File: config.mk
export PLATFORM = sky130hd
export DESIGN_NAME = scrb_lane
export DESIGN_NICKNAME = d
export VERILOG_FILES = /design/src/sv/surface_crossing_region_binner_core_assert.svh /design/src/sv/scrb_pkg.sv /design/src/sv/scrb_lane.sv
export SDC_FILE = /design/constraint.sdc
export NUM_CORES = 1
export LEC_CHECK = 0
export BUFFER_PORTS_ARGS = -buffer_cell sky130_fd_sc_hd__buf_2
export CAP_MARGIN = 5
export CORE_AREA = 5 5 42 44
export DETAILED_ROUTE_END_ITERATION = 8
export DIE_AREA = 0 0 47 49
export PLACE_DENSITY_LB_ADDON = 0.1
export RECOVER_POWER = 100
export SYNTH_ARGS = -nofsm -noshare
export SYNTH_HDL_FRONTEND = slang
export SYNTH_SLANG_ARGS = --single-unit
File: constraint.sdc
create_clock -name vclk -period 0.8
set_input_delay 0.16 -clock vclk [all_inputs]
set_output_delay 0.16 -clock vclk [all_outputs]
set_load 0.05 [all_outputs]
File: src/sv/surface_crossing_region_binner_core_assert.svh
// Assertion macros for the surface crossing region binner core.
`ifndef SURFACE_CROSSING_REGION_BINNER_CORE_ASSERT_SVH
`define SURFACE_CROSSING_REGION_BINNER_CORE_ASSERT_SVH

// Same-cycle implication, checked out of reset.
`define SCRB_ASSERT_IMPLY(name, clk, rst, ante, cons) \
   name: assert property (@(posedge clk) disable iff (rst) (ante) |-> (cons)) \
      else $error("scrb: same-cycle check failed");

// Next-cycle implication, checked out of reset.
`define SCRB_ASSERT_NEXT(name, clk, rst, ante, cons) \
   name: assert property (@(posedge clk) disable iff (rst) (ante) |=> (cons)) \
      else $error("scrb: next-cycle check failed");

`endif

File: src/sv/scrb_pkg.sv
// Shared types and constants of the surface crossing region binner.
package scrb_pkg;

   localparam int CELL_W        = 10;
   localparam int PACKED_LEVELS = 4;
   localparam int MASK_W        = 16;
   localparam int KIND_W        = 3;
   localparam int COUNT_W       = 3;
   localparam int SENSE_SLOTS   = 3;
   localparam int BIN_W         = 6;
   localparam int RESULT_LIMIT  = 64;
   localparam int RCNT_W        = 6;
   localparam int CSR_INDEX_W   = 3;
   localparam int CSR_DATA_W    = 5;

   localparam int REQ_KIND_LSB      = 0;
   localparam int REQ_OLD_COUNT_LSB = REQ_KIND_LSB + KIND_W;
   localparam int REQ_NEW_COUNT_LSB = REQ_OLD_COUNT_LSB + COUNT_W;
   localparam int REQ_OLD_CELLS_LSB = REQ_NEW_COUNT_LSB + COUNT_W;
   localparam int REQ_NEW_CELLS_LSB = REQ_OLD_CELLS_LSB + PACKED_LEVELS * CELL_W;
   localparam int REQ_CELL_LSB      = REQ_NEW_CELLS_LSB + PACKED_LEVELS * CELL_W;
   localparam int REQ_MASK_LSB      = REQ_CELL_LSB + CELL_W;
   localparam int REQ_DATA_W        = 120;
   localparam int RSP_DATA_W        = 8;

   localparam logic OP_LOAD  = 1'b0;
   localparam logic OP_SCORE = 1'b1;

   localparam logic [KIND_W-1:0] KIND_NORMAL      = 3'd0;
   localparam logic [KIND_W-1:0] KIND_LEAKED      = 3'd1;
   localparam logic [KIND_W-1:0] KIND_REFLECT_OUT = 3'd2;
   localparam logic [KIND_W-1:0] KIND_REFLECT_IN  = 3'd3;
   localparam logic [KIND_W-1:0] KIND_PERIODIC    = 3'd4;

   localparam logic [1:0] SENSE_NET = 2'd0;
   localparam logic [1:0] SENSE_OUT = 2'd1;
   localparam logic [1:0] SENSE_IN  = 2'd2;

   localparam logic [CSR_INDEX_W-1:0] CSR_REGION_COUNT = 3'd0;
   localparam logic [CSR_INDEX_W-1:0] CSR_SENSE_COUNT  = 3'd1;
   localparam logic [CSR_INDEX_W-1:0] CSR_SENSE_FIRST  = 3'd2;
   localparam logic [CSR_INDEX_W-1:0] CSR_SENSE_SECOND = 3'd3;
   localparam logic [CSR_INDEX_W-1:0] CSR_SENSE_THIRD  = 3'd4;

   typedef enum logic [2:0] {
      LK_CLEAR,
      LK_IDLE,
      LK_LOOK,
      LK_DRAIN,
      LK_DONE
   } lk_state_type;

   typedef enum logic {
      EM_IDLE,
      EM_RUN
   } em_state_type;

   typedef struct packed {
      logic [MASK_W-1:0] old_mask;
      logic [MASK_W-1:0] new_mask;
      logic [KIND_W-1:0] kind;
   } lk_result_type;

   typedef struct packed {
      logic clearing;
      logic done;
   } lk_status_type;

   typedef struct packed {
      logic leave;
      logic enter;
   } lane_flags_type;

   typedef struct packed {
      logic [1:0]                  count;
      logic [SENSE_SLOTS-1:0][1:0] code;
   } sense_cfg_type;

endpackage

File: src/sv/scrb_lane.sv
// One region lane: boundary overrides and leave/enter decision.
module scrb_lane import scrb_pkg::*; (
   input  logic              enable,
   input  logic              from_in,
   input  logic              to_in,
   input  logic [KIND_W-1:0] crossing_kind,
   output lane_flags_type    flags
);

   logic from_eff;
   logic to_eff;
   logic both;

   always_comb begin
      from_eff = from_in;
      to_eff   = to_in;
      both     = 1'b0;
      priority if (crossing_kind == KIND_LEAKED || crossing_kind == KIND_REFLECT_OUT) begin
         to_eff = 1'b0;
      end else if (crossing_kind == KIND_REFLECT_IN) begin
         from_eff = 1'b0;
      end else if (crossing_kind == KIND_PERIODIC && from_in && to_in) begin
         both = 1'b1;
      end else begin
         both = 1'b0;
      end
      flags.leave = enable && (both || (from_eff && !to_eff));
      flags.enter = enable && (both || (!from_eff && to_eff));
   end

endmodule

==> reports/qor.yml <==
status:
  status: "finished with violations"
  violations: "negative setup slack"
setup_path:
  path_max_fanout: 3
  worst_path_max_delay_cell: "nand3b_1"
  crit_path_start_kind: "input pin"
  worst_ep_required_time_ns: 0.64
  worst_path_largest_cell_delay_ns: 0.23
  critical_path.endpoint_type: "output pin"
  cp_cell_instances: "buf_8 -> nand3b_1 -> a31oi_4 -> buf_6"
  path_class: "in -> out"
  crit_arrival_ns: 0.85
sta:
  finalSetupViolations: 2
  worst_slew_pin_slew_ns: 0.1948
  grt_setup_unrepaired: "true"
  final-hold-violation-count: 0
  finalCritPeriodShare_pct: 126.1
  timing.fmax_ghz: 0.9916
  slew-limit-headroom_pct: 86.97
  finalMaxSlewViolations: 0
  finalCriticalPeriod_ns: 1.008
  fin_hold_ws_ns: 0.6279
  fin_ws_ns: -0.2084
cells_and_area:
  fraction_of_layout_cells_with_a_size_suffix_above_1_pct: 89.47
  commonest_non_fill_non_tap_cell_in_the_layout: "buf_6"
  num_sequential: 0
  clock_buffers: 0
  layout.cells.non_filler: 35
  finish.net_count: 27
  antenna_cells: 0
  ff_latch_area_um2: 0
  fill_cells: 170
  area_delta_synth_final_pct: 297.7
  multi_input_comb_area_um2: 103.9
  highest_count_cells_in_the_layout_ignoring_fill_and_taps: "buf_6 (4), buf_2 (3), buf_4 (2)"
  final_area_um2: 214.0
pwr:
  power.share.sequential_pct: 0
  power_mw: 0.1169
  design_internal_power_mw: 0.05724
  vdd.ir_drop.worst_mv: 0.1190
  combinational_power_share_pct: 100.0
  total_switching_power_mw: 0.05962
  total_leakage_power_nw: 0.07937
  clock_power_share_pct: 0
  powerDensity_mw_per_mm2: 546.2
  p_sw_share_pct: 51.02
yosys:
  distinct_cell_type_count_after_synthesis: 8
  synth_cell_area_um2: 53.80
  syn-num-nets: 15
  synthesis.yosys.warnings: 0
  synth-seq-area-share_pct: 0
  post_synth.cell_area_avg_um2: 5.978
  syn-instance-count: 9
detailed_routing:
  drt_first_pass_iters: 2
  via_to_cell_ratio: 2.971
  detailed_router_s_first_iteration_violation_count: 2
  finalWirelength_um: 257
  num_vias: 104
  detail_route.drc_violations: 0
  antenna_violating_nets_post_route: 0
  route.detailed.wl_per_inst_um: 7.343
place:
  detailed_place_hpwl_um: 219
  numPlacedInstances: 34
  placement.io_buffers: 8
  placed_area_um2: 157.7
  place_ws_ns: -0.3259
  globalplace.congestion: 0.5875
global_route:
  overflow: 0
  globalRouteTotalUtil_pct: 2.458
  grt_antenna_before_repair: 0
  pin_count_of_the_biggest_net_entering_global_routing: 4
  first_global_vias: 107
  global_route_wire_length_before_repair_um: 455
floorplanning:
  core-area_mm2: 0.001401
  core.rowCount: 14
  io-pin-count: 8
  die_extent_in_x_um: 47
  fp.dieH_um: 49
  initial_utilization_pct: 3.839
  dieArea_mm2: 0.002303
clock_network:
  hold_buffers: 0
job:
  timing.max_cap.violations: 0
hold_path:
  min_path_type: "in -> out"
  hold_path_depth: 3
==> per-stage QoR <==
stage | utilization [%] | TNS (ns)
2_1_floorplan | - | -0.2012
3_3_place_gp | 11.25 | -0.6616
3_5_place_dp | 11.25 | -0.6482
4_1_cts | 15.27 | -0.4183
5_1_grt | 15.27 | -0.4991
6_report | 15.27 | -0.4018
==> cells in the mapped netlist (all sizes together) <==
master | instances | area, um2
nand2 | 2 | 7.510
xor2 | 1 | 8.760
o21bai | 1 | 7.510
a31oi | 1 | 6.260
a21oi | 1 | 5.000
nand3b | 1 | 7.510
nand3 | 1 | 5.000
nor2 | 1 | 6.260
==> worst max-delay path: cells and delay by family <==
kind | cells | cell delay [ns]
and+or+nand+nor | 1 | 0.23
AOI/OAI and AO/OA | 1 | 0.17
buffers and inverters | 2 | 0.27
==> final timing paths <==
check / startpoint / to / slack [ns]
worst max-delay path: crossing_kind[2] / flags[0] / -0.21
worst min-delay path: to_in / flags[1] / 0.63
==> routing by layer <==
layer / routed length [um] / global-route usage (%) / vias up
met4: 0 / 0 / 0
met2: 95 / 4.072 / 7
met3: 43 / 0.7380 / 0
met1: 118 / 3.268 / 45
li1: - / - / 52
met5: 0 / 0 / -
==> timing repair <==
item | 4_1_cts | 5_1_grt
pin swaps | 2 | 2
gates resized for setup | 12 | 0
endpoints found under the setup margin | 2 | 2
setup buffers | 1 | 0
==> kinds of logic (layout without fill, tap and decap cells) <==
group	count (synthesis)	in the layout	share of synthesized area (%)
and+or+nand+nor	5	5	48.85
AOI/OAI and AO/OA	3	3	34.89
xor gates and xnor gates	1	1	16.28
buffers and inverters	0	10	0
==> cell type report <==
class                      instances  area share [%]
timing repair buffer              10           42.11
tap                               16           9.357
multi-input combinational          9           48.54
==> power groups by stage <==
stage	Combinational [mW]	Sequential, mW	Clock [mW]
final	0.117	0	0
after global routing	0.125	0	0
after CTS	0.118	0	0
after detailed placement	0.0884	0	0
after global placement	0.0890	0	0
after floorplan	0.0531	0	0
Power figures use the tool's default switching activity.
