--- src/sv/surface_crossing_region_binner_core_assert.svh ---
// Assertion macros for the surface crossing region binner core.
`ifndef SURFACE_CROSSING_REGION_BINNER_CORE_ASSERT_SVH
`define SURFACE_CROSSING_REGION_BINNER_CORE_ASSERT_SVH

// Same-cycle implication, checked out of reset.
`define SCRB_ASSERT_IMPLY(name, clk, rst, ante, cons) \
   name: assert property (@(posedge clk) disable iff (rst) (ante) |-> (cons)) \
      else $error("scrb: same-cycle check failed");

// Next-cycle implication, checked out of reset.
`define SCRB_ASSERT_NEXT(name, clk, rst, ante, cons) \
   name: assert property (@(posedge clk) disable iff (rst) (ante) |=> (cons)) \
      else $error("scrb: next-cycle check failed");

`endif

--- src/sv/scrb_pkg.sv ---
// Shared types and constants of the surface crossing region binner.
package scrb_pkg;

   localparam int CELL_W        = 10;
   localparam int PACKED_LEVELS = 4;
   localparam int MASK_W        = 16;
   localparam int KIND_W        = 3;
   localparam int COUNT_W       = 3;
   localparam int SENSE_SLOTS   = 3;
   localparam int BIN_W         = 6;
   localparam int RESULT_LIMIT  = 64;
   localparam int RCNT_W        = 6;
   localparam int CSR_INDEX_W   = 3;
   localparam int CSR_DATA_W    = 5;

   localparam int REQ_KIND_LSB      = 0;
   localparam int REQ_OLD_COUNT_LSB = REQ_KIND_LSB + KIND_W;
   localparam int REQ_NEW_COUNT_LSB = REQ_OLD_COUNT_LSB + COUNT_W;
   localparam int REQ_OLD_CELLS_LSB = REQ_NEW_COUNT_LSB + COUNT_W;
   localparam int REQ_NEW_CELLS_LSB = REQ_OLD_CELLS_LSB + PACKED_LEVELS * CELL_W;
   localparam int REQ_CELL_LSB      = REQ_NEW_CELLS_LSB + PACKED_LEVELS * CELL_W;
   localparam int REQ_MASK_LSB      = REQ_CELL_LSB + CELL_W;
   localparam int REQ_DATA_W        = 120;
   localparam int RSP_DATA_W        = 8;

   localparam logic OP_LOAD  = 1'b0;
   localparam logic OP_SCORE = 1'b1;

   localparam logic [KIND_W-1:0] KIND_NORMAL      = 3'd0;
   localparam logic [KIND_W-1:0] KIND_LEAKED      = 3'd1;
   localparam logic [KIND_W-1:0] KIND_REFLECT_OUT = 3'd2;
   localparam logic [KIND_W-1:0] KIND_REFLECT_IN  = 3'd3;
   localparam logic [KIND_W-1:0] KIND_PERIODIC    = 3'd4;

   localparam logic [1:0] SENSE_NET = 2'd0;
   localparam logic [1:0] SENSE_OUT = 2'd1;
   localparam logic [1:0] SENSE_IN  = 2'd2;

   localparam logic [CSR_INDEX_W-1:0] CSR_REGION_COUNT = 3'd0;
   localparam logic [CSR_INDEX_W-1:0] CSR_SENSE_COUNT  = 3'd1;
   localparam logic [CSR_INDEX_W-1:0] CSR_SENSE_FIRST  = 3'd2;
   localparam logic [CSR_INDEX_W-1:0] CSR_SENSE_SECOND = 3'd3;
   localparam logic [CSR_INDEX_W-1:0] CSR_SENSE_THIRD  = 3'd4;

   typedef enum logic [2:0] {
      LK_CLEAR,
      LK_IDLE,
      LK_LOOK,
      LK_DRAIN,
      LK_DONE
   } lk_state_type;

   typedef enum logic {
      EM_IDLE,
      EM_RUN
   } em_state_type;

   typedef struct packed {
      logic [MASK_W-1:0] old_mask;
      logic [MASK_W-1:0] new_mask;
      logic [KIND_W-1:0] kind;
   } lk_result_type;

   typedef struct packed {
      logic clearing;
      logic done;
   } lk_status_type;

   typedef struct packed {
      logic leave;
      logic enter;
   } lane_flags_type;

   typedef struct packed {
      logic [1:0]                  count;
      logic [SENSE_SLOTS-1:0][1:0] code;
   } sense_cfg_type;

endpackage

--- src/sv/scrb_emit.sv ---
// Merge stage: walks lane flags and senses, one result item per cycle while the rsp register is free or taken.
module scrb_emit import scrb_pkg::*; #(
   parameter int MAX_REGIONS = 16
) (
   input  logic                                    clock,
   input  logic                                    reset,
   input  logic                                    start,
   output logic                                    ready,
   input  lane_flags_type [MAX_REGIONS-1:0]        flags,
   input  sense_cfg_type                           sense_cfg,
   output logic                                    rsp_tvalid,
   input  logic                                    rsp_tready,
   output logic [RSP_DATA_W-1:0]                   rsp_tdata,
   output logic                                    rsp_tlast
);

   localparam int PN = 2 * MAX_REGIONS;
   localparam int PW = $clog2(PN);
   localparam logic [PN-1:0] ONE_PN = PN'(1);

   em_state_type state_ff, state_in;
   logic [PN-1:0]          pending_ff, pending_in;
   logic [SENSE_SLOTS-1:0] sdone_ff, sdone_in;
   logic [RCNT_W-1:0]      cnt_ff, cnt_in;
   logic                   rsp_tvalid_ff, rsp_tvalid_in;
   logic [RSP_DATA_W-1:0]  rsp_tdata_ff, rsp_tdata_in;
   logic                   rsp_tlast_ff, rsp_tlast_in;

   logic [SENSE_SLOTS-1:0] leave_mask, enter_mask, pmask, rem, rem_next, s_hot;
   logic [PN-1:0]          pend_new, pend_clr;
   logic [PW-1:0]          cur;
   logic [1:0]             s;
   logic                   phase_enter, last_pair, last, fire, neg;
   logic [BIN_W-1:0]       bin;

   always_comb begin
      for (int k = 0; k < SENSE_SLOTS; k++) begin
         leave_mask[k] = (2'(k) < sense_cfg.count)
                         && (sense_cfg.code[k] == SENSE_NET || sense_cfg.code[k] == SENSE_OUT);
         enter_mask[k] = (2'(k) < sense_cfg.count)
                         && (sense_cfg.code[k] == SENSE_NET || sense_cfg.code[k] == SENSE_IN);
      end
      for (int r = 0; r < MAX_REGIONS; r++) begin
         pend_new[2*r]   = flags[r].leave && (|leave_mask);
         pend_new[2*r+1] = flags[r].enter && (|enter_mask);
      end
   end

   always_comb begin
      cur = '0;
      for (int i = PN - 1; i >= 0; i--) begin
         if (pending_ff[i]) cur = PW'(i);
      end
      phase_enter = cur[0];
      pmask       = phase_enter ? enter_mask : leave_mask;
      rem         = pmask & ~sdone_ff;
      priority if (rem[0]) begin
         s = 2'd0;
      end else if (rem[1]) begin
         s = 2'd1;
      end else begin
         s = 2'd2;
      end
      s_hot     = SENSE_SLOTS'(1) << s;
      rem_next  = rem & ~s_hot;
      pend_clr  = pending_ff & ~(ONE_PN << cur);
      last_pair = (rem_next == '0);
      last      = (last_pair && (pend_clr == '0)) || (cnt_ff == RCNT_W'(RESULT_LIMIT - 1));
      neg       = (sense_cfg.code[s] == SENSE_NET) && phase_enter;
      bin       = BIN_W'(cur >> 1) * BIN_W'(sense_cfg.count) + BIN_W'(s);
   end

   always_comb begin
      state_in = state_ff;
      unique case (state_ff)
         EM_IDLE: begin
            if (start && (pend_new != '0)) state_in = EM_RUN;
         end
         EM_RUN: begin
            if (fire && last) state_in = EM_IDLE;
         end
         default: state_in = EM_IDLE;
      endcase
   end

   always_comb begin
      ready = (state_ff == EM_IDLE);
      fire  = (state_ff == EM_RUN) && (!rsp_tvalid_ff || rsp_tready);
   end

   always_comb begin
      pending_in    = pending_ff;
      sdone_in      = sdone_ff;
      cnt_in        = cnt_ff;
      rsp_tdata_in  = rsp_tdata_ff;
      rsp_tlast_in  = rsp_tlast_ff;
      rsp_tvalid_in = rsp_tready ? 1'b0 : rsp_tvalid_ff;
      if (state_ff == EM_IDLE && start) begin
         pending_in = pend_new;
         sdone_in   = '0;
         cnt_in     = '0;
      end else if (fire) begin
         cnt_in        = RCNT_W'(cnt_ff + 1'b1);
         rsp_tvalid_in = 1'b1;
         rsp_tdata_in  = {1'b0, neg, bin};
         rsp_tlast_in  = last;
         if (last_pair) begin
            pending_in = pend_clr;
            sdone_in   = '0;
         end else begin
            sdone_in = sdone_ff | s_hot;
         end
      end
   end

   always_ff @(posedge clock) begin
      if (reset) begin
         state_ff      <= EM_IDLE;
         rsp_tvalid_ff <= 1'b0;
      end else begin
         state_ff      <= state_in;
         rsp_tvalid_ff <= rsp_tvalid_in;
      end
   end

   always_ff @(posedge clock) begin
      pending_ff   <= pending_in;
      sdone_ff     <= sdone_in;
      cnt_ff       <= cnt_in;
      rsp_tdata_ff <= rsp_tdata_in;
      rsp_tlast_ff <= rsp_tlast_in;
   end

   assign rsp_tvalid = rsp_tvalid_ff;
   assign rsp_tdata  = rsp_tdata_ff;
   assign rsp_tlast  = rsp_tlast_ff;

endmodule

--- config.mk ---
export PLATFORM = sky130hd
export DESIGN_NAME = scrb_emit
export DESIGN_NICKNAME = d
export VERILOG_FILES = /design/src/sv/surface_crossing_region_binner_core_assert.svh /design/src/sv/scrb_pkg.sv /design/src/sv/scrb_emit.sv
export SDC_FILE = /design/constraint.sdc
export NUM_CORES = 1
export LEC_CHECK = 0
export ABC_AREA = 0
export BUFFER_PORTS_ARGS = -buffer_cell sky130_fd_sc_hd__buf_2
export CAP_MARGIN = 20
export CORE_MARGIN = 1.5
export CORE_UTILIZATION = 52
export DETAILED_ROUTE_END_ITERATION = 8
export GPL_ROUTABILITY_DRIVEN = 0
export PLACE_DENSITY_LB_ADDON = 0.1
export REMOVE_ABC_BUFFERS = 1
export SLEW_MARGIN = 30
export SYNTH_ARGS = -nofsm -noshare
export SYNTH_HDL_FRONTEND = slang
export SYNTH_SLANG_ARGS = --single-unit
--- constraint.sdc ---
create_clock -name clock -period 7.5 [get_ports clock]
set_clock_uncertainty 0.1 [all_clocks]
set_input_delay 1.5 -clock clock [delete_from_list [all_inputs] [get_ports clock]]
set_output_delay 1.5 -clock clock [all_outputs]
set_load 0.05 [all_outputs]
==> flow_summary.ini <==
[synthesis]
synth_seq_cells = 51
synth_top_family_by_area = simple AND/OR/NAND/NOR gates
synth.most_common_cell = nand2_1
synth_compound_area_frac = 0.2448
ys_top_cells_by_count = nand2_1 (57), edfxtp_1 (40), o21ai_0 (31), nor2_1 (29), o22ai_1 (21)
syn_area_sq_mm = 0.003511
synth_warnings = 0
synth_ff_type = edfxtp_1
synth_edf_count = 40
yosysTopAreaCellShare = 0.3421
yosysSeqAreaShare = 0.4048
synth_cells = 386
ys_async_sr_fraction = 0
yosysUniqueCellTypes = 72
synth-simple-area-share = 0.2587
synth_mux_area_frac = 0.006058
synthAdderAreaFrac = 0.04277
yosys.area.top_type = edfxtp_1
netlist_top_cells_area = edfxtp_1 (34%), dfxtp_1 (6.3%), nand2_1 (6.1%)
yosys.area_share.xor_xnor = 0.01247
syn_area_per_cell_sq_um = 9.096

[floorplan]
die_y_um = 85.17
coreArea_sq_mm = 0.006422
start_util = 0.5467
die-width_um = 85.17
io_pins = 55
dieArea_sq_mm = 0.007254
row_count = 29

[clock_network]
cts_resized = 0
cts_root_buffer = clkbuf_8
cts.htree.levels = 2
post_cts_buffers = 0
cts_made_buffers = 5
cts_tree = done
clock-sinks = 51
clockBufferDepth = 2
cts.hold.buffers_added = 0
clk_pin_slew_ns = 0.10
clkLatencyLatePin_ns = 0.32

[worst_setup_path]
cp-start-kind = register
required_ns = 7.49
critPathArrivalTime_ns = 3.90
endpoint_kind = register
worstSetupPathType = register to register
crit_fanout = 9

[timing]
slew_violations = 0
finalHoldViolCount = 0
finalSetupTns_ns = 0
max_freq_ghz = 0.2560
setup_viol = 0
grt_setup_unrepaired = no
setup_ws_ns = 3.594
fin_crit_ns = 3.906
slew-limit-headroom = 0.5751
tightest_slew_ns = 0.6360
finalCritPeriodShare = 0.5208

[power]
p_per_area_mw_per_mm2 = 210.3
ir_drop_v = 0.0001090
p_leak_nw = 1.521

[drt]
postRouteAntennaNets = 0
first_pass_iters = 8
via_per_inst = 6.483
vias = 3345
drt_iter0_markers = 418
wirelength_um = 9571
drc = 2
wl_per_cell_um = 18.55

[global_route]
grt_overflow_total = 0
grt_pass1_vias = 3062
antenna_found_initial = 0
grt_use_total = 0.2652
grt_pass1_wl_um = 15050
grt_max_degree = 35

[placement]
portBuffers = 53
pre_cts_slack_ns = 3.342
hpwl_um = 7339

[outcome]
status = finished with violations
violations = design-rule violations

[layout]
insertedDiodeCount = 0
multi_input_area_sq_mm = 0.001998
regArea_sq_mm = 0.001421
syn_to_final_growth_pct = 12.76
final_nets = 492
drive_above_1_share = 0.2118
fill_cells = 557

[flow_run]
drv_cap = 0

[worst_hold_path]
hp-class = register to register
==> flip-flops by register name (all words and copies together) (netlist names) <==
signal,flops
rsp_tlast,1
cnt_ff,6
rsp_tvalid,1
sdone_ff,3
pending_ff,32
rsp_tdata,7
state_ff,1
==> worst paths after layout <==
check                                 from                        to  slack (ns)  cells past startpoint
setup reg to reg   pending_ff[9]$_DFFE_PP_    rsp_tdata[5]$_DFFE_PP_        3.59                     14
hold / removal    sdone_ff[0]$_SDFFE_PP0P_  sdone_ff[0]$_SDFFE_PP0P_        0.38                      2
hold reg to reg   sdone_ff[0]$_SDFFE_PP0P_  sdone_ff[0]$_SDFFE_PP0P_        0.38                      2
setup / recovery   pending_ff[9]$_DFFE_PP_    rsp_tdata[5]$_DFFE_PP_        3.59                     14
==> placed cells by master, fill, tap and decap left out, drive strengths merged, types with 8 or more instances in the layout <==
cell	count
o21ai	37
dfxtp	11
nor3	12
ha	8
nor4	19
edfxtp	40
buf	57
nand2	59
nand3	12
inv	16
nor2	30
o22ai	21
a21oi	19
==> report_power, final <==
group | leakage (nW) | switching, mW | internal, mW
registers | 0.489 | 0.0450 | 0.355
clock network | 0.0495 | 0.104 | 0.0695
logic | 0.982 | 0.172 | 0.0869
total | 1.52 | 0.321 | 0.511
==> cell families after synthesis <==
family | Yosys count
buffers and inverters | 26
flip-flops | 51
AND/OR/NAND/NOR | 168
multiplexers | 2
other | 1
AO/OA/AOI/OAI | 122
XOR/XNOR | 5
adder cells (fa/ha/maj) | 11
==> worst max-delay path: stages, from the launching register on <==
cell and delay, ns:
edfxtp_1 0.50, nor3b_1 0.21, a2111oi_4 0.29, nand4_1 0.22
a21oi_2 0.24, nor2_4 0.12, mux2i_1 0.14, nand3b_1 0.19
nand2_1 0.11, fa_1 0.54, inv_1 0.04, ha_1 0.22
fa_1 0.41, a21o_1 0.19, a21o_1 0.16
==> through the flow <==
step | hold slack, ns | instances | util | power, mW | instance area, sq um
final | 0.3778 | 516 | 0.6164 | 0.8325 | 3959
after global routing | 0.4090 | 516 | 0.6164 | 0.8675 | 3959
after CTS | 0.3865 | 516 | 0.6164 | 0.8282 | 3959
after detailed placement | 0.3587 | 508 | 0.6016 | 0.6570 | 3864
after global placement | 0.3647 | 508 | 0.6016 | 0.6548 | 3864
after floorplan | 0.3310 | 374 | - | 0.5740 | 3461
==> final cells by class <==
class	count	share of cell area
multi-input combinational	309	0.5047
sequential	51	0.3590
timing repair buffer	57	0.07459
tap	77	0.02434
clock buffer	5	0.01738
inverter	14	0.01327
clock inverter	3	0.006637
==> layer usage <==
layer | vias up | wire [um] | global-route usage
met5 | - | 0 | 0
met4 | 0 | 307 | 0.1118
met3 | 25 | 818 | 0.05156
met2 | 172 | 4281 | 0.4098
met1 | 1560 | 4163 | 0.3649
li1 | 1588 | - | -
Power figures use the tool's default switching activity.
